`src/hw/rtl/dbe_pkg.sv`:
```
`timescale 1ns / 1ps

package dbe_pkg;

  localparam int unsigned BUTTON_COUNT = 10;
  localparam int unsigned PIN_COUNT    = 16;

  // walk: buttons first, then encoder A, then encoder B
  localparam int unsigned STEP_COUNT = BUTTON_COUNT + 2;
  localparam int unsigned STEP_W     = $clog2(STEP_COUNT);
  localparam int unsigned PIN_W      = $clog2(PIN_COUNT);

  localparam logic [STEP_W-1:0] STEP_ENC_A = STEP_W'(BUTTON_COUNT);
  localparam logic [STEP_W-1:0] STEP_ENC_B = STEP_W'(BUTTON_COUNT + 1);
  localparam logic [STEP_W-1:0] STEP_LAST  = STEP_W'(STEP_COUNT - 1);

  localparam int unsigned TIME_W  = 32;
  localparam int unsigned DEB_W   = 8;
  localparam int unsigned CHAN_W  = 5;
  localparam int unsigned NOTE_W  = 7;
  localparam int unsigned CFG_IDX_W  = 2;
  localparam int unsigned CFG_DATA_W = 8;

  // register map
  localparam logic [CFG_IDX_W-1:0] REG_DEB_WINDOW  = 2'd0;
  localparam logic [CFG_IDX_W-1:0] REG_DECK_A_CHAN = 2'd1;
  localparam logic [CFG_IDX_W-1:0] REG_DECK_B_CHAN = 2'd2;

  localparam logic [DEB_W-1:0]  DEBOUNCE_RESET = 8'd30;
  localparam logic [CHAN_W-1:0] DECK_A_RESET   = 5'd1;
  localparam logic [CHAN_W-1:0] DECK_B_RESET   = 5'd2;
  localparam logic [CHAN_W-1:0] AUTOMIX_CHAN   = 5'd1;

  localparam logic [NOTE_W-1:0] NOTE_LOOP_A_SHIFT = 7'd60;
  localparam logic [NOTE_W-1:0] NOTE_LOOP_A       = 7'd61;
  localparam logic [NOTE_W-1:0] NOTE_LOOP_B_SHIFT = 7'd62;
  localparam logic [NOTE_W-1:0] NOTE_LOOP_B       = 7'd63;
  localparam logic [NOTE_W-1:0] NOTE_ENC_A_PLUS   = 7'd78;
  localparam logic [NOTE_W-1:0] NOTE_ENC_A_MINUS  = 7'd79;
  localparam logic [NOTE_W-1:0] NOTE_ENC_B_PLUS   = 7'd72;
  localparam logic [NOTE_W-1:0] NOTE_ENC_B_MINUS  = 7'd73;

  localparam logic [PIN_W-1:0] ENC_A_HI_PIN = 4'd13;
  localparam logic [PIN_W-1:0] ENC_A_LO_PIN = 4'd14;
  localparam logic [PIN_W-1:0] ENC_B_HI_PIN = 4'd1;
  localparam logic [PIN_W-1:0] ENC_B_LO_PIN = 4'd2;

  localparam logic [1:0] ENC_IDLE = 2'b00;
  localparam logic [1:0] ENC_FROM_PLUS  = 2'b10;
  localparam logic [1:0] ENC_FROM_MINUS = 2'b01;

  localparam logic [1:0] SHIFT_MAX = 2'd3;

  typedef enum logic [2:0] {
    ROLE_SHIFT,
    ROLE_LOOP_A,
    ROLE_LOOP_B,
    ROLE_NOTE_A,
    ROLE_NOTE_B,
    ROLE_CUEMIX,
    ROLE_AUTOMIX
  } role_e;

  typedef enum logic {
    EVT_NOTE_ON = 1'b0,
    EVT_CUE_MIX = 1'b1
  } evt_kind_e;

  typedef enum logic [1:0] {
    S_IDLE,
    S_WALK,
    S_FLUSH
  } seq_e;

  typedef struct packed {
    logic [DEB_W-1:0]  deb_window;
    logic [CHAN_W-1:0] deck_a_channel;
    logic [CHAN_W-1:0] deck_b_channel;
  } cfg_t;

  typedef struct packed {
    logic              advance;
    logic [STEP_W-1:0] idx;
  } step_ctl_t;

  typedef struct packed {
    logic              valid;
    evt_kind_e         kind;
    logic [CHAN_W-1:0] channel;
    logic [NOTE_W-1:0] note;
  } event_t;

  function automatic logic [PIN_W-1:0] btn_pin(logic [STEP_W-1:0] idx);
    logic [PIN_W-1:0] p;
    unique case (idx)
      4'd0:    p = 4'd11;
      4'd1:    p = 4'd12;
      4'd2:    p = 4'd3;
      4'd3:    p = 4'd4;
      4'd4:    p = 4'd9;
      4'd5:    p = 4'd6;
      4'd6:    p = 4'd8;
      4'd7:    p = 4'd7;
      4'd8:    p = 4'd10;
      4'd9:    p = 4'd5;
      default: p = 4'd0;
    endcase
    return p;
  endfunction

  function automatic role_e btn_role(logic [STEP_W-1:0] idx);
    role_e r;
    unique case (idx)
      4'd0, 4'd2: r = ROLE_SHIFT;
      4'd1:       r = ROLE_LOOP_A;
      4'd3:       r = ROLE_LOOP_B;
      4'd4, 4'd6: r = ROLE_NOTE_A;
      4'd5, 4'd7: r = ROLE_NOTE_B;
      4'd8:       r = ROLE_CUEMIX;
      4'd9:       r = ROLE_AUTOMIX;
      default:    r = ROLE_SHIFT;
    endcase
    return r;
  endfunction

  function automatic logic [NOTE_W-1:0] btn_note(logic [STEP_W-1:0] idx);
    logic [NOTE_W-1:0] n;
    unique case (idx)
      4'd4:    n = 7'd20;
      4'd5:    n = 7'd21;
      4'd6:    n = 7'd22;
      4'd7:    n = 7'd23;
      4'd9:    n = 7'd91;
      default: n = 7'd0;
    endcase
    return n;
  endfunction

endpackage

```
`src/hw/rtl/dbe_scan_if.sv`:
```
`timescale 1ns / 1ps

interface dbe_scan_if;
  import dbe_pkg::*;

  logic                 valid;
  logic                 ready;
  logic [PIN_COUNT-1:0] pin_levels;
  logic [TIME_W-1:0]    now_ms;

  modport source (output valid, output pin_levels, output now_ms, input ready);
  modport sink   (input valid, input pin_levels, input now_ms, output ready);
endinterface

```
`src/hw/rtl/dbe_event_if.sv`:
```
`timescale 1ns / 1ps

interface dbe_event_if;
  import dbe_pkg::*;

  logic              valid;
  logic              ready;
  logic              event_kind;
  logic [CHAN_W-1:0] channel;
  logic [NOTE_W-1:0] note;
  logic              last_of_scan;

  modport source (output valid, output event_kind, output channel, output note,
                  output last_of_scan, input ready);
  modport sink   (input valid, input event_kind, input channel, input note,
                  input last_of_scan, output ready);
endinterface

```
`src/hw/rtl/dbe_cfg_if.sv`:
```
`timescale 1ns / 1ps

interface dbe_cfg_if;
  import dbe_pkg::*;

  logic                  valid;
  logic                  ready;
  logic [CFG_IDX_W-1:0]  index;
  logic [CFG_DATA_W-1:0] data;

  modport source (output valid, output index, output data, input ready);
  modport sink   (input valid, input index, input data, output ready);
endinterface

```
`src/hw/rtl/dbe_core.sv`:
```
`timescale 1ns / 1ps

// One walk step per cycle unless the walk is stalled: button debounce through a shared 32-bit
// subtract/compare, or an encoder check. State commits only on advance.
module dbe_core (
  input  logic                              clk_i,
  input  logic                              rst_ni,
  input  dbe_pkg::step_ctl_t                step_i,
  input  logic [dbe_pkg::PIN_COUNT-1:0]     pins_i,
  input  logic [dbe_pkg::TIME_W-1:0]        now_i,
  input  dbe_pkg::cfg_t                     cfg_i,
  output dbe_pkg::event_t                   event_o
);
  import dbe_pkg::*;

  logic [BUTTON_COUNT-1:0] deb_q, deb_d;
  logic [BUTTON_COUNT-1:0] prev_q, prev_d;
  logic [TIME_W-1:0]       ct_q [BUTTON_COUNT];
  logic [1:0]              shift_q, shift_d;
  logic [1:0]              enc_a_q, enc_a_d;
  logic [1:0]              enc_b_q, enc_b_d;

  logic              is_btn;
  logic              raw;
  logic              prev_r;
  logic              deb_r;
  logic [TIME_W-1:0] ct_r;
  logic [TIME_W-1:0] elapsed;
  logic              held_long;
  logic              accept;
  logic              ct_load;
  logic [1:0]        enc_now;
  role_e             role;

  // shared unit: wrap-safe elapsed time and compare against the window
  assign is_btn    = step_i.idx < STEP_W'(BUTTON_COUNT);
  assign raw       = ~pins_i[btn_pin(step_i.idx)];
  assign prev_r    = is_btn ? prev_q[step_i.idx] : 1'b0;
  assign deb_r     = is_btn ? deb_q[step_i.idx] : 1'b0;
  assign ct_r      = is_btn ? ct_q[step_i.idx] : '0;
  assign elapsed   = now_i - ct_r;
  assign held_long = elapsed > {{(TIME_W-DEB_W){1'b0}}, cfg_i.deb_window};
  // a raw change restarts the window, so nothing is taken in that scan
  assign accept    = is_btn && (raw == prev_r) && held_long && (raw != deb_r);
  assign ct_load   = is_btn && (raw != prev_r);
  assign role      = btn_role(step_i.idx);
  assign enc_now   = (step_i.idx == STEP_ENC_A)
                     ? {pins_i[ENC_A_HI_PIN], pins_i[ENC_A_LO_PIN]}
                     : {pins_i[ENC_B_HI_PIN], pins_i[ENC_B_LO_PIN]};

  always_comb begin
    event_o = '{valid: 1'b0, kind: EVT_NOTE_ON, channel: '0, note: '0};
    deb_d   = deb_q;
    prev_d  = prev_q;
    shift_d = shift_q;
    enc_a_d = enc_a_q;
    enc_b_d = enc_b_q;

    if (is_btn) begin
      prev_d[step_i.idx] = raw;
      if (accept) begin
        deb_d[step_i.idx] = raw;
        if (raw) begin
          unique case (role)
            ROLE_SHIFT: begin
              if (shift_q != SHIFT_MAX) shift_d = shift_q + 2'd1;
            end
            ROLE_LOOP_A: begin
              event_o.valid   = 1'b1;
              event_o.channel = cfg_i.deck_a_channel;
              event_o.note    = (shift_q != 2'd0) ? NOTE_LOOP_A_SHIFT : NOTE_LOOP_A;
            end
            ROLE_LOOP_B: begin
              event_o.valid   = 1'b1;
              event_o.channel = cfg_i.deck_b_channel;
              event_o.note    = (shift_q != 2'd0) ? NOTE_LOOP_B_SHIFT : NOTE_LOOP_B;
            end
            ROLE_NOTE_A: begin
              event_o.valid   = 1'b1;
              event_o.channel = cfg_i.deck_a_channel;
              event_o.note    = btn_note(step_i.idx);
            end
            ROLE_NOTE_B: begin
              event_o.valid   = 1'b1;
              event_o.channel = cfg_i.deck_b_channel;
              event_o.note    = btn_note(step_i.idx);
            end
            ROLE_CUEMIX: begin
              event_o.valid = 1'b1;
              event_o.kind  = EVT_CUE_MIX;
            end
            default: begin
              event_o.valid   = 1'b1;
              event_o.channel = AUTOMIX_CHAN;
              event_o.note    = btn_note(step_i.idx);
            end
          endcase
        end else if (role == ROLE_SHIFT && shift_q != 2'd0) begin
          shift_d = shift_q - 2'd1;
        end
      end
    end else if (step_i.idx == STEP_ENC_A) begin
      enc_a_d = enc_now;
      if (enc_now == ENC_IDLE && (enc_a_q == ENC_FROM_PLUS || enc_a_q == ENC_FROM_MINUS)) begin
        event_o.valid   = 1'b1;
        event_o.channel = cfg_i.deck_a_channel;
        event_o.note    = (enc_a_q == ENC_FROM_PLUS) ? NOTE_ENC_A_PLUS : NOTE_ENC_A_MINUS;
      end
    end else if (step_i.idx == STEP_ENC_B) begin
      enc_b_d = enc_now;
      if (enc_now == ENC_IDLE && (enc_b_q == ENC_FROM_PLUS || enc_b_q == ENC_FROM_MINUS)) begin
        event_o.valid   = 1'b1;
        event_o.channel = cfg_i.deck_b_channel;
        event_o.note    = (enc_b_q == ENC_FROM_PLUS) ? NOTE_ENC_B_PLUS : NOTE_ENC_B_MINUS;
      end
    end
  end

  always_ff @(posedge clk_i or negedge rst_ni) begin
    if (!rst_ni) begin
      deb_q   <= '0;
      prev_q  <= '0;
      shift_q <= '0;
      enc_a_q <= '0;
      enc_b_q <= '0;
      for (int i = 0; i < BUTTON_COUNT; i++) begin
        ct_q[i] <= '0;
      end
    end else if (step_i.advance) begin
      deb_q   <= deb_d;
      prev_q  <= prev_d;
      shift_q <= shift_d;
      enc_a_q <= enc_a_d;
      enc_b_q <= enc_b_d;
      if (ct_load) begin
        ct_q[step_i.idx] <= now_i;
      end
    end
  end

endmodule

```
`src/hw/rtl/debounced_buttons_and_encoder_events_top.sv`:
```
`timescale 1ns / 1ps

// Button debounce and quadrature encoder event generator.
// scan_i: one request per scan of 16 raw pins (buttons active low) plus a
//   millisecond timestamp. Ready only while the block is idle.
// evt_o: zero to ten event requests per scan (note-on or cue mix toggle),
//   in button table order then encoder A, encoder B; last_of_scan marks the
//   final one. A scan with no events gives nothing on evt_o.
// cfg_i: register writes (0 debounce window, 1 deck A channel, 2 deck B
//   channel), always ready; write only while idle.
// Timing: a scan is walked one table entry per cycle through a shared
//   32-bit subtract/compare while evt_o keeps up; the flush state then
//   pushes out any staged event. Each event goes from the staging
//   register to the output register and is held in staging until the
//   next event or the flush, so the last one can be flagged.
// Stall: a blocked evt_o freezes the walk when a new event comes while the
//   output and staging registers both hold events; none is lost or repeated.
// Reset: all buttons released, change times and encoders zero, shift count
//   zero, registers at 30 ms / channel 1 / channel 2.
module debounced_buttons_and_encoder_events_top (
  input  logic        clk_i,
  input  logic        rst_ni,
  dbe_scan_if.sink    scan_i,
  dbe_event_if.source evt_o,
  dbe_cfg_if.sink     cfg_i
);
  import dbe_pkg::*;

  seq_e              state_q, state_d;
  logic [STEP_W-1:0] step_q, step_d;
  logic [PIN_COUNT-1:0] pins_q;
  logic [TIME_W-1:0] now_q;
  cfg_t              cfg_q;

  event_t            core_ev;
  step_ctl_t         step_ctl;

  // staging register: newest event, not yet known to be last
  logic              pend_valid_q;
  event_t            pend_q;
  // output register
  logic              out_valid_q;
  event_t            out_q;
  logic              out_last_q;

  logic scan_take;
  logic out_free;
  logic advance;
  logic push;
  logic push_last;
  logic pend_load;
  logic pend_clear;

  assign scan_take = scan_i.valid && scan_i.ready;
  assign out_free  = !out_valid_q || evt_o.ready;

  // next state
  always_comb begin
    state_d = state_q;
    unique case (state_q)
      S_IDLE: begin
        if (scan_take) state_d = S_WALK;
      end
      S_WALK: begin
        if (advance && step_q == STEP_LAST) state_d = S_FLUSH;
      end
      S_FLUSH: begin
        if (!pend_valid_q || out_free) state_d = S_IDLE;
      end
      default: state_d = S_IDLE;
    endcase
  end

  // sequencer outputs
  always_comb begin
    advance    = 1'b0;
    push       = 1'b0;
    push_last  = 1'b0;
    pend_load  = 1'b0;
    pend_clear = 1'b0;
    step_d     = step_q;
    unique case (state_q)
      S_IDLE: begin
        if (scan_take) step_d = '0;
      end
      S_WALK: begin
        // stall only when a new event must push the staged one out
        advance = !(core_ev.valid && pend_valid_q && !out_free);
        if (advance) begin
          step_d = step_q + STEP_W'(1);
          if (core_ev.valid) begin
            pend_load = 1'b1;
            push      = pend_valid_q;
          end
        end
      end
      S_FLUSH: begin
        if (pend_valid_q && out_free) begin
          push       = 1'b1;
          push_last  = 1'b1;
          pend_clear = 1'b1;
        end
      end
      default: ;
    endcase
  end

  assign step_ctl = '{advance: advance, idx: step_q};

  dbe_core u_core (
    .clk_i   (clk_i),
    .rst_ni  (rst_ni),
    .step_i  (step_ctl),
    .pins_i  (pins_q),
    .now_i   (now_q),
    .cfg_i   (cfg_q),
    .event_o (core_ev)
  );

  always_ff @(posedge clk_i or negedge rst_ni) begin
    if (!rst_ni) begin
      state_q      <= S_IDLE;
      step_q       <= '0;
      pend_valid_q <= 1'b0;
      out_valid_q  <= 1'b0;
    end else begin
      state_q <= state_d;
      step_q  <= step_d;
      if (pend_load) begin
        pend_valid_q <= 1'b1;
      end else if (pend_clear) begin
        pend_valid_q <= 1'b0;
      end
      if (push) begin
        out_valid_q <= 1'b1;
      end else if (evt_o.ready) begin
        out_valid_q <= 1'b0;
      end
    end
  end

  always_ff @(posedge clk_i) begin
    if (scan_take) begin
      pins_q <= scan_i.pin_levels;
      now_q  <= scan_i.now_ms;
    end
    if (pend_load) pend_q <= core_ev;
    if (push) begin
      out_q      <= pend_q;
      out_last_q <= push_last;
    end
  end

  // configuration registers
  always_ff @(posedge clk_i or negedge rst_ni) begin
    if (!rst_ni) begin
      cfg_q <= '{deb_window: DEBOUNCE_RESET, deck_a_channel: DECK_A_RESET,
                 deck_b_channel: DECK_B_RESET};
    end else if (cfg_i.valid) begin
      unique case (cfg_i.index)
        REG_DEB_WINDOW:  cfg_q.deb_window     <= cfg_i.data;
        REG_DECK_A_CHAN: cfg_q.deck_a_channel <= cfg_i.data[CHAN_W-1:0];
        REG_DECK_B_CHAN: cfg_q.deck_b_channel <= cfg_i.data[CHAN_W-1:0];
        default: ;
      endcase
    end
  end

  assign cfg_i.ready        = 1'b1;
  assign scan_i.ready       = (state_q == S_IDLE);
  assign evt_o.valid        = out_valid_q;
  assign evt_o.event_kind   = out_q.kind;
  assign evt_o.channel      = out_q.channel;
  assign evt_o.note         = out_q.note;
  assign evt_o.last_of_scan = out_last_q;

`ifndef SYNTH
  // nothing may stay staged once the block reports idle
  a_idle_no_pending: assert property (@(posedge clk_i) disable iff (!rst_ni)
    state_q == S_IDLE |-> !pend_valid_q)
    else $error("staged event left over in idle");

  // the final step of a walk always moves on to the flush
  a_walk_ends: assert property (@(posedge clk_i) disable iff (!rst_ni)
    (state_q == S_WALK && advance && step_q == STEP_LAST) |=> state_q == S_FLUSH)
    else $error("walk did not end in flush");

  // last-of-scan is only flagged from the flush, never mid-walk
  a_last_from_flush: assert property (@(posedge clk_i) disable iff (!rst_ni)
    (push && push_last) |-> state_q == S_FLUSH)
    else $error("last flag set outside flush");

  // a stalled walk never drops the staged event
  a_stall_keeps: assert property (@(posedge clk_i) disable iff (!rst_ni)
    (state_q == S_WALK && !advance) |=> pend_valid_q && out_valid_q)
    else $error("stall lost an event");
`endif

endmodule
```
`src/flat_wrapper.sv`:
```
// flat-port wrapper written by rule: the top's interface ports become plain ports
module debounced_buttons_and_encoder_events_top_flat import dbe_pkg::*;
  (clk_i, rst_ni, scan_i_valid, scan_i_pin_levels, scan_i_now_ms, scan_i_ready, evt_o_valid, evt_o_event_kind, evt_o_channel, evt_o_note, evt_o_last_of_scan, evt_o_ready, cfg_i_valid, cfg_i_index, cfg_i_data, cfg_i_ready);
  dbe_scan_if scan_i_i ();
  dbe_event_if evt_o_i ();
  dbe_cfg_if cfg_i_i ();
  input  logic clk_i;
  input  logic rst_ni;
  input wire logic [$bits(scan_i_i.valid)-1:0] scan_i_valid;
  input wire logic [$bits(scan_i_i.pin_levels)-1:0] scan_i_pin_levels;
  input wire logic [$bits(scan_i_i.now_ms)-1:0] scan_i_now_ms;
  output wire logic [$bits(scan_i_i.ready)-1:0] scan_i_ready;
  output wire logic [$bits(evt_o_i.valid)-1:0] evt_o_valid;
  output wire logic [$bits(evt_o_i.event_kind)-1:0] evt_o_event_kind;
  output wire logic [$bits(evt_o_i.channel)-1:0] evt_o_channel;
  output wire logic [$bits(evt_o_i.note)-1:0] evt_o_note;
  output wire logic [$bits(evt_o_i.last_of_scan)-1:0] evt_o_last_of_scan;
  input wire logic [$bits(evt_o_i.ready)-1:0] evt_o_ready;
  input wire logic [$bits(cfg_i_i.valid)-1:0] cfg_i_valid;
  input wire logic [$bits(cfg_i_i.index)-1:0] cfg_i_index;
  input wire logic [$bits(cfg_i_i.data)-1:0] cfg_i_data;
  output wire logic [$bits(cfg_i_i.ready)-1:0] cfg_i_ready;
  assign scan_i_i.valid = scan_i_valid;
  assign scan_i_i.pin_levels = scan_i_pin_levels;
  assign scan_i_i.now_ms = scan_i_now_ms;
  assign scan_i_ready = scan_i_i.ready;
  assign evt_o_valid = evt_o_i.valid;
  assign evt_o_event_kind = evt_o_i.event_kind;
  assign evt_o_channel = evt_o_i.channel;
  assign evt_o_note = evt_o_i.note;
  assign evt_o_last_of_scan = evt_o_i.last_of_scan;
  assign evt_o_i.ready = evt_o_ready;
  assign cfg_i_i.valid = cfg_i_valid;
  assign cfg_i_i.index = cfg_i_index;
  assign cfg_i_i.data = cfg_i_data;
  assign cfg_i_ready = cfg_i_i.ready;
  debounced_buttons_and_encoder_events_top u_core (.clk_i(clk_i), .rst_ni(rst_ni), .scan_i(scan_i_i), .evt_o(evt_o_i), .cfg_i(cfg_i_i));
endmodule
```
`config.mk`:
```
export PLATFORM = sky130hd
export DESIGN_NAME = debounced_buttons_and_encoder_events_top_flat
export DESIGN_NICKNAME = d
export VERILOG_FILES = /design/src/hw/rtl/dbe_pkg.sv /design/src/hw/rtl/dbe_scan_if.sv /design/src/hw/rtl/dbe_event_if.sv /design/src/hw/rtl/dbe_cfg_if.sv /design/src/hw/rtl/dbe_core.sv /design/src/hw/rtl/debounced_buttons_and_encoder_events_top.sv /design/src/flat_wrapper.sv
export SDC_FILE = /design/constraint.sdc
export NUM_CORES = 1
export LEC_CHECK = 0
export BUFFER_PORTS_ARGS = -buffer_cell sky130_fd_sc_hd__buf_2
export CORE_MARGIN = 2
export CORE_UTILIZATION = 57
export CTS_CLUSTER_DIAMETER = 80
export DETAILED_ROUTE_END_ITERATION = 10
export PLACE_DENSITY = 0.77
export SKIP_LAST_GASP = 1
export SLEW_MARGIN = 40
export SYNTH_ARGS = -nofsm -noshare
export SYNTH_HDL_FRONTEND = slang
export SYNTH_HIERARCHICAL = 1
export SYNTH_SLANG_ARGS = --single-unit
```
`constraint.sdc`:
```
create_clock -name clk_i -period 8.3 [get_ports clk_i]
set_input_delay 0.415 -clock clk_i [delete_from_list [all_inputs] [get_ports clk_i]]
set_output_delay 0.415 -clock clk_i [all_outputs]
set_load 0.02 [all_outputs]
```
* Word level (Yosys, flattened, before mapping) *
Memory sizes are Yosys's and may differ from the RTL's.
Cells that the tools add are included.

storage, ports and cells
  register bits = 447
  memory bits (read-only) = 112
  input port bits = 63
  output and inout port bits = 17
  word-level logic and storage cells = 187
  memories = 2

cells by class
  add/sub/neg operators = 4
  magnitude comparators = 7
  equal/unequal tests = 29
  multiplexer cells = 64
  bitwise operators = 5
  reduce and logical (&&, ||, !) cells = 45

memory list
  name             words  width  read ports  clocked after memory_dff  write ports  line            text
  (no name shown)  16     4      1           0                         0            dbe_pkg.sv:95   unique case (idx)
  (no name shown)  16     3      1           0                         0            dbe_pkg.sv:113  unique case (idx)

operators with widths
  cell                                                        count
  bitwise mux 320 bit                                         1
  binary-select mux 32 bit (select 4 bit)                     1
  demux 32 bit (select 4 bit)                                 1
  two-way mux 32 bit                                          4
  two-way mux 12 bit                                          5
  case mux 12 bit (5 select lines)                            1
  case mux 7 bit (5 select lines)                             1
  greater-than comparator 32 x 8 -> 1 bit                     1
  subtractor 32 bit                                           1
  two-way mux 1 bit                                           29
  two-way mux 14 bit                                          2
  bitwise mux 10 bit                                          2
  == test 4 x 3 -> 1 bit, second input constant               4
  two-way mux 2 bit                                           8
  logical AND 1 bit                                           14
  binary-select mux 1 bit (select 4 bit)                      3
  == test 4 bit, second input constant                        3
  AND reduction 3 bit                                         4
  nonzero test 2 bit                                          6
  less-than comparator 4 x 5 -> 1 bit, second input constant  2
  inequality test 2 bit, second input constant                5
  AND reduction 2 bit                                         5
  == test 2 x 1 -> 1 bit, second input constant               4
  == test 2 bit, second input constant                        4
  other kinds (28)                                            43

* Depth between registers and ports, before layout *
Gate-level depths: netlist of run 1.

  depth after elaboration = 18
  mapped depth = 36
  mapped depth without buffers = 28

* Hierarchy *
Netlist of run 1, hierarchy kept.

modules (own cells, without submodules)
  module                                    times used  cells an instance  area an instance (um2)  sequential area each (um2)
  dbe_core                                  1           1551               19138.4                 8658.3
  debounced_buttons_and_encoder_events_top  1           177                3534.6                  2910.3

* Least setup slack after synthesis of run 1 *
Ideal clock, no wire load.

  kind = register -> register
  start point = register u_core.step_q[0]
  end point = register u_core/u_core/ct_q[1] in the netlist's numbering
  setup time = 0.125 ns
  arrival time = 7.607 ns
  required time = 8.175 ns
  path slack = 0.568 ns
  cell stages (with the launch flop) = 34
  buffers on the path = 7
  period minus slack after synthesis = 7.732 ns
  cell sequence = dfrtp_1 -> buf_2 -> buf_2 -> buf_1 -> buf_1 -> mux2i_1 -> nor2_1 -> a21oi_1 -> o22a_1 -> inv_1 -> fa_1 -> nand2b_1 -> a21o_1 -> nand2_1 -> xor2_1 -> ha_1 -> a21o_1 -> a21oi_1 -> o2111a_1 -> o211ai_1 -> nor4_1 -> and4b_1 -> nand4_1 -> or4_4 -> nand4_2 -> buf_4 -> o21ai_0 -> nand4b_4 -> and2_1 -> o21a_1 -> and3_1 -> clkbuf_1 -> buf_1 -> mux2_2

RTL lines
  element                        line                                             text
  start, declared                debounced_buttons_and_encoder_events_top.sv:30   logic [STEP_W-1:0] step_q, step_d;
  start signal, assigned         debounced_buttons_and_encoder_events_top.sv:128  step_q <= step_d;
  end signal, assigned by index  dbe_core.sv:136                                  ct_q[step_i.idx] <= now_i;
  end, declared                  dbe_core.sv:18                                   logic [TIME_W-1:0] ct_q [BUTTON_COUNT];

==> results.ini, run 1 <==
[run_status]
status=finished clean

[global_routing]
grt_max_degree=108
grt_pass1_wl_mm=84.2
grt.busiest_layer=met2
gr-usage-met1=0.362
grt_pass1_vias=15100
met3_usage=0.0399
antenna_found_initial=0
gr-usage-all-layers=0.258
met2_usage=0.423
grt.overflow.total=0

[synth]
synth_nets=1845
ys.flop_type=dfrtp_1
synth_area_per_cell_um2=13.1
synth.cell_area_mm2=0.0227
synth-seq-cells=447
syn_inst=1728
yosys.area.top_type_share=0.404
yosysTopAreaCell=dfrtp_1
synth_cell_types=89
yosysSeqAreaShare=0.510
async_flop_share=0.832
yosysWarningCount=6
synth_edf_count=75
yosys-top-cells-area=dfrtp_1 40%, mux2_2 16%, edfxtp_1 9.9%

[finish]
final_common_cell=dfrtp_1
fillers=2927
layout-drive-gt1-share=0.354
fin_util=0.646
syn_to_final_growth_pct=12.5
antenna_cells=0
nNetsFinal=1910
layout_common_cells=363 x dfrtp_1, 315 x mux2_2, 114 x a21oi_1
finalInstanceArea_mm2=0.0255

[timing]
final-setup-viol-count=0
fin_skew_ns=0.0278
finalCritPeriodShare=0.948
slew_violations=0
final.setup.tns_ns=0
fin_crit_ns=7.87
tightest_slew_ns=0.803
max_freq_mhz=127
max_slew_margin=0.463
hold_viol_final=0
whs_ns=0.0181
rsz0062_at_grt=true

[floorplan]
core-area_mm2=0.0395
die_h_um=203
core.rowCount=73
initial_core_util=0.575
die_w_um=203
fp.dieArea_mm2=0.0414
num_io_pins=80

[power]
p_seq_frac=0.303
power.density_mw_per_mm2=443
switching_share=0.389
power.switching_uw=4390
intPower_uw=6900
power_frac_clock=0.197
leakagePower_uw=0.0112
vdd_ir_drop_max_mv=0.214
p_comb_frac=0.499

[clocking]
path_clk_slew_ns=0.06
htreeDepth=2
cts-root-buf=clkbuf_16
cts.sinks=447
worst_skew_pair.late_latency_ns=0.59
cts_tree=built
max-clock-path-buffers=3
cts_buffers=47

[route]
drc=0
initialDrtViolationCount=958
first_pass_iters=5
wl_per_cell_um=22.0
via_per_inst=6.17
drt_wl_total_mm=51.8
ant_nets=0
num_vias=14500

[place]
placed_cell_area_mm2=0.0235
portBuffers=78
hpwl_mm=33.6
gp_congestion=0.915

[flow_run]
maxCapViolCount=0

[worst_setup_path]
cpMaxStageDelayCell=and3_4
worstPathRequired_ns=8.76
endpoint_kind=register
critPathBufInv=3
worstSetupPathType=register to register
r2r_setup_slack_ns=0.43
cp_slowest_stage_delay_ns=0.77
crit_family=simple AND/OR/NAND/NOR gates
cp_max_fo=32
arrival_ns=8.32
startpoint_type=register

[worst_hold_path]
worstHoldPathType=primary input to register

## logic make-up after synthesis
family | after synthesis | synth area share
AOI/OAI and AO/OA | 279 | 0.0794
adders and majority gates | 55 | 0.0306
other | 1 | 0.000165
and+or+nand+nor | 285 | 0.0634
xor gates and xnor gates | 20 | 0.00839
DFF | 447 | 0.510
muxes | 478 | 0.273
buffers and inverters | 163 | 0.0352
## path summary, 6_finish.rpt
path,from,to,cells past startpoint
hold reg to reg,u_core/pend_q[9],u_core/evt_o.channel[2],0
setup reg to reg,u_core/step_q[1],u_core/u_core/ct_q[63],28
setup / recovery,u_core/step_q[1],u_core/u_core/ct_q[63],28
hold / removal,scan_i_now_ms[26],u_core/now_q[26],1
min in group asynchronous,rst_ni,u_core/u_core/ct_q[315],2
max in group asynchronous,rst_ni,u_core/step_q[0],4
## flip-flops by register name, summed over array words and instances (netlist names), 2 cells and up
name                   flops
u_core/u_core/ct_q       320
u_core/now_q              32
u_core/pend_q             13
u_core/pins_q             16
u_core/state_q             2
u_core/step_q              4
u_core/evt_o.note          7
u_core/u_core/prev_q      10
u_core/u_core/enc_a_q      2
u_core/u_core/shift_q      2
u_core/u_core/deb_q       10
u_core/u_core/enc_b_q      2
u_core/evt_o.channel       5
u_core/cfg_q              18
## per-stage QoR
| step | setup WS [ns] | total power [µW] | instances |
|---|---|---|---|
| 4_1_cts | 0.459 | 11300 | 2354 |
| 6_report | 0.433 | 11300 | 2354 |
| 3_3_place_gp | 0.701 | 8840 | 2233 |
| 5_1_grt | -0.0655 | 12000 | 2354 |
| 3_5_place_dp | 0.564 | 8990 | 2235 |
| 2_1_floorplan | 0.568 | 7580 | 1728 |
## worst register-to-register path, delay by kind of cell, from the launching register on
kind,cells,cell delay (ns)
compound gates,9,1.53
xor+xnor,1,0.17
fa+ha+maj,2,0.68
buf+inv,3,0.64
flops,1,0.64
mux,2,0.84
simple gates,11,3.26
## layer usage
metal  share of wire  up-vias
li1                -     6549
met1            0.44     7527
met2            0.48      375
met3           0.050       81
met4           0.023        0
met5               0        -
## power by group through the flow
stage / clock, µW / combinational, µW / sequential, µW
final: 2230 / 5640 / 3430
after global routing: 2350 / 6150 / 3510
after global placement: 0 / 5440 / 3400
after CTS: 2270 / 5600 / 3420
after detailed placement: 0 / 5540 / 3450
after floorplan: 0 / 4370 / 3210
## Yosys cell counts, types with 9 or more instances
cell type / number
buf_4: 15
nand4_1: 19
a22oi_1: 9
mux2i_1: 60
buf_1: 45
nand2b_1: 10
buf_2: 22
mux4_2: 67
a21o_1: 14
and3_1: 16
nor2_1: 112
xnor2_1: 10
mux2_4: 32
mux2_2: 315
inv_1: 30
o21a_1: 9
nand2_1: 47
nand3_1: 23
edfxtp_1: 75
a31oi_1: 12
clkbuf_1: 39
o21ai_0: 27
a21oi_1: 114
dfrtp_1: 366
xor2_1: 9
o211ai_1: 12
ha_1: 53
## area by class of cell
| class | instances | area, µm² | area share |
|---|---|---|---|
| multi-input combinational | 1118 | 10400 | 0.407 |
| timing repair buffer | 148 | 1130 | 0.0444 |
| sequential | 447 | 11600 | 0.454 |
| clock buffer | 62 | 1350 | 0.0528 |
| inverter | 31 | 116 | 0.00456 |
| clock inverter | 23 | 302 | 0.0118 |
| tap | 525 | 657 | 0.0258 |
## what timing repair did
action | 4_1_cts | 5_1_grt
hold endpoints to repair | 90 | 0
hold buffers | 34 | 0
buffers inserted | 0 | 0
gates resized for setup | 0 | 0
setup endpoints to repair | 0 | 4
No activity file was read; power rests on OpenSTA's default activity.
==> run 2: changes to the inputs <==
- CTS_BUF_LIST: not set -> sky130_fd_sc_hd__clkbuf_16
==> run 2 against run 1 <==
Effect of this change: first-iteration DRC count up 4.8%; final cell count unchanged; flip-flop and latch count is the same; worst setup slack gained 0.0024 ns; die area unchanged; sequential power about the same; design area shrank 0.20%; critical path depth did not move.
==> results.ini, run 2 (synthesis gave the netlist of run 1 again) <==
[run_status]
status=finished clean

[clocking]
worst_skew_pair.late_latency_ns=0.58
max-clock-path-buffers=3
cts_buffers=47
cts_resized=0
htreeDepth=2
path_clk_slew_ns=0.06
cts_tree=built
cts.sinks=447
cts-root-buf=clkbuf_16

[route]
num_vias=14600
wl_per_cell_um=22.0
drc=0
ant_nets=0
via_per_inst=6.20
first_pass_iters=5
initialDrtViolationCount=1004
drt_wl_total_mm=51.8

[floorplan]
die_h_um=203
core-area_mm2=0.0395
initial_core_util=0.575
fp.dieArea_mm2=0.0414
die_w_um=203
num_io_pins=80
core.rowCount=73

[finish]
antenna_cells=0
multi_input_area_mm2=0.0104
largest_register_ffs=320
layoutNonFillerInstCount=2354
regMostFlops=u_core/u_core/ct_q
register_area_mm2=0.0116
reg.largest.list=u_core/u_core/ct_q (320), u_core/now_q (32), u_core/cfg_q (18)
final_common_cell=dfrtp_1
layout-drive-gt1-share=0.352
syn_to_final_growth_pct=12.2
layout_common_cells=363 x dfrtp_1, 315 x mux2_2, 114 x a21oi_1
fillers=2938
nNetsFinal=1910

[timing]
max_slew_margin=0.467
final-setup-viol-count=0
max_freq_mhz=127
tightest_slew_ns=0.797
finalCritPeriodShare=0.948
rsz0062_at_grt=true
fin_crit_ns=7.86
hold_viol_final=0
slew_violations=0
whs_ns=0.0185
fin_skew_ns=0.0263

[global_routing]
met2_usage=0.424
gr-usage-met1=0.361
grt_pass1_vias=15200
grt.busiest_layer=met2
grt_max_degree=108
grt_pass1_wl_mm=84.3
gr-usage-all-layers=0.258
met3_usage=0.0399
antenna_found_initial=0
grt.overflow.total=0

[worst_setup_path]
startpoint_type=register
worstSetupPathType=register to register
arrival_ns=8.32
reg2reg_from=u_core/step_q[1]
cp_max_fo=32
rr_worst_depth=28
worstPathRequired_ns=8.75
endpoint_kind=register
cpMaxStageDelayCell=and3_4
cp_slowest_stage_delay_ns=0.77
crit_start=u_core/step_q[1]
r2r_setup_slack_ns=0.44

[power]
power_frac_clock=0.193
p_comb_frac=0.502
leakagePower_uw=0.0112
intPower_uw=6840
vdd_ir_drop_max_mv=0.215
p_seq_frac=0.305
power.switching_uw=4390
switching_share=0.391
power.density_mw_per_mm2=441

[place]
hpwl_mm=33.6
dp_cells=2235
gp_congestion=0.915
portBuffers=78

[worst_hold_path]
worstHoldPathCells=1
worstHoldPathType=primary input to register
min_from=scan_i_now_ms[26]

[flow_run]
maxCapViolCount=0

==> run 2: cell types whose count changed in the layout (fill, tap and decap cells not counted), sizes merged <==
cell / before / now
clkinv: 11 / 16
inv: 33 / 40
clkbuf: 63 / 51
==> run 2: stage by stage <==
| step | util | total power, µW | worst slack [ns] | cell area (µm²) | setup TNS, ns |
|---|---|---|---|---|---|
| floorplan | - | 7580 | 0.568 | 22700 | 0 |
| global placement | 0.594 | 8840 | 0.701 | 23400 | 0 |
| detailed placement | 0.596 | 8990 | 0.564 | 23500 | 0 |
| CTS | 0.645 | 11200 | 0.457 | 25400 | 0 |
| global route | 0.645 | 12000 | -0.0667 | 25400 | -0.116 |
| finish | 0.645 | 11200 | 0.436 | 25400 | 0 |
==> run 2: repair_timing <==
item | 4_1_cts | 5_1_grt
buffers inserted | 0 | 0
setup endpoints to repair | 0 | 6
hold buffers | 34 | 0
hold endpoints to repair | 90 | 0
==> run 2: final timing paths <==
check / endpoint
max in group asynchronous: u_core/step_q[0]
worst min register to register: u_core/evt_o.channel[2]
min in group asynchronous: u_core/u_core/ct_q[315]
worst min-delay path: u_core/now_q[26]
worst max register to register: u_core/u_core/ct_q[63]
worst max-delay path: u_core/u_core/ct_q[63]
==> run 2: layout make-up <==
cell class	count	area share
Multi-Input combinational cell	1118	0.407
Sequential cell	447	0.455
Timing Repair Buffer	148	0.0445
Tap cell	525	0.0258
Inverter	31	0.00457
Clock inverter	35	0.0136
Clock buffer	50	0.0492
==> run 2: routing by layer <==
metal	part of all wire	wire length (µm)
met1	0.45	23200
met2	0.48	25100
met3	0.046	2400
met4	0.022	1140
met5	0	0
==> run 2: power groups by stage <==
stage	registers (µW)	clock network, µW	logic [µW]
after floorplan	3210	0	4370
after global placement	3400	0	5440
after detailed placement	3450	0	5540
after CTS	3420	2210	5600
after global routing	3510	2300	6150
final	3430	2170	5640
==> run 2: worst max-delay path: cells and delay by family (launching register included) <==
family | cells | cell delay [ns]
fa+ha+maj | 2 | 0.68
buf+inv | 3 | 0.64
compound gates | 9 | 1.54
mux | 2 | 0.79
flops | 1 | 0.64
xor+xnor | 1 | 0.17
simple gates | 11 | 3.24
==> run 3: changes to the inputs <==
- CORE_UTILIZATION: 57 -> 24
- PLACE_DENSITY: 0.77 -> not set
==> run 3 against run 2 <==
Effect of this change: final cell count rose by 31%; first-iteration DRC count is 3.6% lower; hold slack improved by 0.0053 ns; sequential share of layout area fell by 1.4 points; combinational power about the same; fmax grew 1.7%; critical path type unchanged; largest power group unchanged.
==> results.ini, run 3 (synthesis gave the netlist of run 1 again) <==
[worst_hold_path]
worstHoldPathCells=1
worstHoldPathType=primary input to register

[finish]
layout-drive-gt1-share=0.345
syn_to_final_growth_pct=15.9
largest_register_ffs=320
nNetsFinal=1920
reg.largest.list=u_core/u_core/ct_q (320), u_core/now_q (32), u_core/cfg_q (18)
regMostFlops=u_core/u_core/ct_q
fin_util=0.281
layout_common_cells=363 x dfrtp_1, 315 x mux2_2, 114 x a21oi_1
final_common_cell=dfrtp_1

[floorplan]
die_w_um=311
fp.dieArea_mm2=0.0969
core.rowCount=112
initial_core_util=0.243
core-area_mm2=0.0935
die_h_um=311
num_io_pins=80

[flow_run]
maxCapViolCount=0

[clocking]
cts-root-buf=clkbuf_16
max-clock-path-buffers=3
cts_buffers=47
cts.sinks=447
cts_tree=built
worst_skew_pair.late_latency_ns=0.59
path_clk_slew_ns=0.06
htreeDepth=2

[global_routing]
grt_pass1_wl_mm=89.2
grt_pass1_vias=15400
grt_max_degree=114
grt.overflow.total=0
gr-usage-all-layers=0.114
antenna_found_initial=0

[timing]
fin_skew_ns=0.0234
final.setup.tns_ns=0
max_freq_mhz=129
tightest_slew_ns=0.763
hold_viol_final=0
finalCritPeriodShare=0.932
rsz0062_at_grt=false
slew_violations=0
final-setup-viol-count=0
fin_crit_ns=7.73
max_slew_margin=0.487

[power]
power_frac_clock=0.180
power.density_mw_per_mm2=421
vdd_ir_drop_max_mv=0.181
p_seq_frac=0.312
power.switching_uw=4410
p_comb_frac=0.508
p_total_uw=11100
intPower_uw=6640
leakagePower_uw=0.0112
switching_share=0.399

[route]
ant_nets=0
wl_per_cell_um=18.2
num_vias=14600
first_pass_iters=6
drt_wl_total_mm=56.1
drc=0
via_per_inst=4.71
initialDrtViolationCount=968

[worst_setup_path]
crit_family=compound AO/OA/AOI/OAI gates
startpoint_type=register
path_depth=24
regToRegEndpoint=u_core/u_core/ct_q[72]
cp_slowest_stage_delay_ns=0.83
arrival_ns=8.19
endpoint_kind=register
critPathBufInv=3
crit_start=u_core/step_q[0]
r2r_setup_slack_ns=0.57
rr_worst_depth=24
cp_common_cell=a21oi_1
cp_max_fo=44
cpMaxStageDelayCell=dfrtp_4
reg2reg_from=u_core/step_q[0]
worstPathRequired_ns=8.76
worstSetupPathType=register to register
crit_end=u_core/u_core/ct_q[72]
cp_cell_sequence=buf_12 > mux4_2 > a21oi_1 > nor2_1 > a21oi_1 > ha_1 > a21oi_1 > o21ai_0 > or2_2 > a211oi_1 > a21oi_1 > nor4bb_1 > o211ai_1 > or4_4 > nand4_2 > o21ai_0 > nand4b_4 > and2_1 > o21a_1 > and2_1 > buf_4 > nand3_2 > buf_4 > mux2_2

[run_status]
status=finished clean

[place]
portBuffers=78
hpwl_mm=37.3
gp_congestion=0.858

[run 3: cell count changes in the layout (fill, tap and decap cells not counted), moves of 2 or more]
cell / previous run / this run
inv_1: 37 / 43
buf_4: 27 / 29
bufinv_16: 7 / 2
dlygate4sd3_1: 34 / 43
clkinv_2: 8 / 6
clkinv_1: 8 / 6
[run 3: timing repair]
action                    in CTS  in global routing
resized for setup              0                  0
hold endpoints to repair     138                  0
hold buffers                  43                  0
buffers inserted               0                  0
[run 3: worst reg2reg max path, cell delays in order, from the launching register on]
cell and delay (ns):
dfrtp_4 0.83, buf_12 0.41, mux4_2 0.66, a21oi_1 0.16, nor2_1 0.05, a21oi_1 0.16
ha_1 0.33, a21oi_1 0.38, o21ai_0 0.26, or2_2 0.39, a211oi_1 0.44, a21oi_1 0.17
nor4bb_1 0.18, o211ai_1 0.18, or4_4 0.31, nand4_2 0.15, o21ai_0 0.52, nand4b_4 0.26
and2_1 0.25, o21a_1 0.16, and2_1 0.17, buf_4 0.18, nand3_2 0.08, buf_4 0.53
mux2_2 0.43
[run 3: cell type report]
class / count / area [µm²]
sequential: 447 / 11600
fill: 9443 / 67200
antenna: 1 / 2.50
tap: 1254 / 1570
clock buffer: 49 / 1230
timing repair buffer: 158 / 1220
multi-input combinational: 1118 / 10400
inverter: 31 / 116
clock inverter: 32 / 210
[run 3: metrics by stage]
step / worst slack [ns] / area [µm²] / hold WS [ns] / cells
6_report: 0.568 / 26300 / 0.0238 / 3090
2_1_floorplan: 0.568 / 22700 / 0.119 / 1728
3_3_place_gp: 0.692 / 24300 / 0.407 / 2962
4_1_cts: 0.523 / 26200 / 0.00157 / 3087
5_1_grt: 0.0130 / 26300 / 0.00177 / 3089
3_5_place_dp: 0.583 / 24400 / 0.411 / 2963
[run 3: worst min path at each step]
stage,startpoint,end,slack [ns]
after detailed placement,u_core/pend_q[4],u_core/evt_o.note[4],0.41
after global routing,scan_i_now_ms[24],u_core/now_q[24],0.002
after floorplan,rst_ni,u_core/cfg_q[0],0.12
after global placement,u_core/pend_q[12],u_core/evt_o.event_kind,0.41
after CTS,scan_i_now_ms[24],u_core/now_q[24],0.002
final,scan_i_now_ms[24],u_core/now_q[24],0.02
[run 3: power groups by stage]
stage                     Combinational, µW  Sequential, µW  Clock [µW]
after floorplan                        4370            3210           0
after global placement                 5470            3420           0
after detailed placement               5540            3490           0
after CTS                              5590            3460        2070
after global routing                   6140            3540        2150
final                                  5610            3450        1990
[run 3: metal layers]
layer  vias to the layer above  GRT usage  share of wire
li1                       6574          -              -
met1                      7559      0.156           0.46
met2                       341      0.188           0.48
met3                        91     0.0171          0.042
met4                         0     0.0301          0.019
met5                         -          0              0
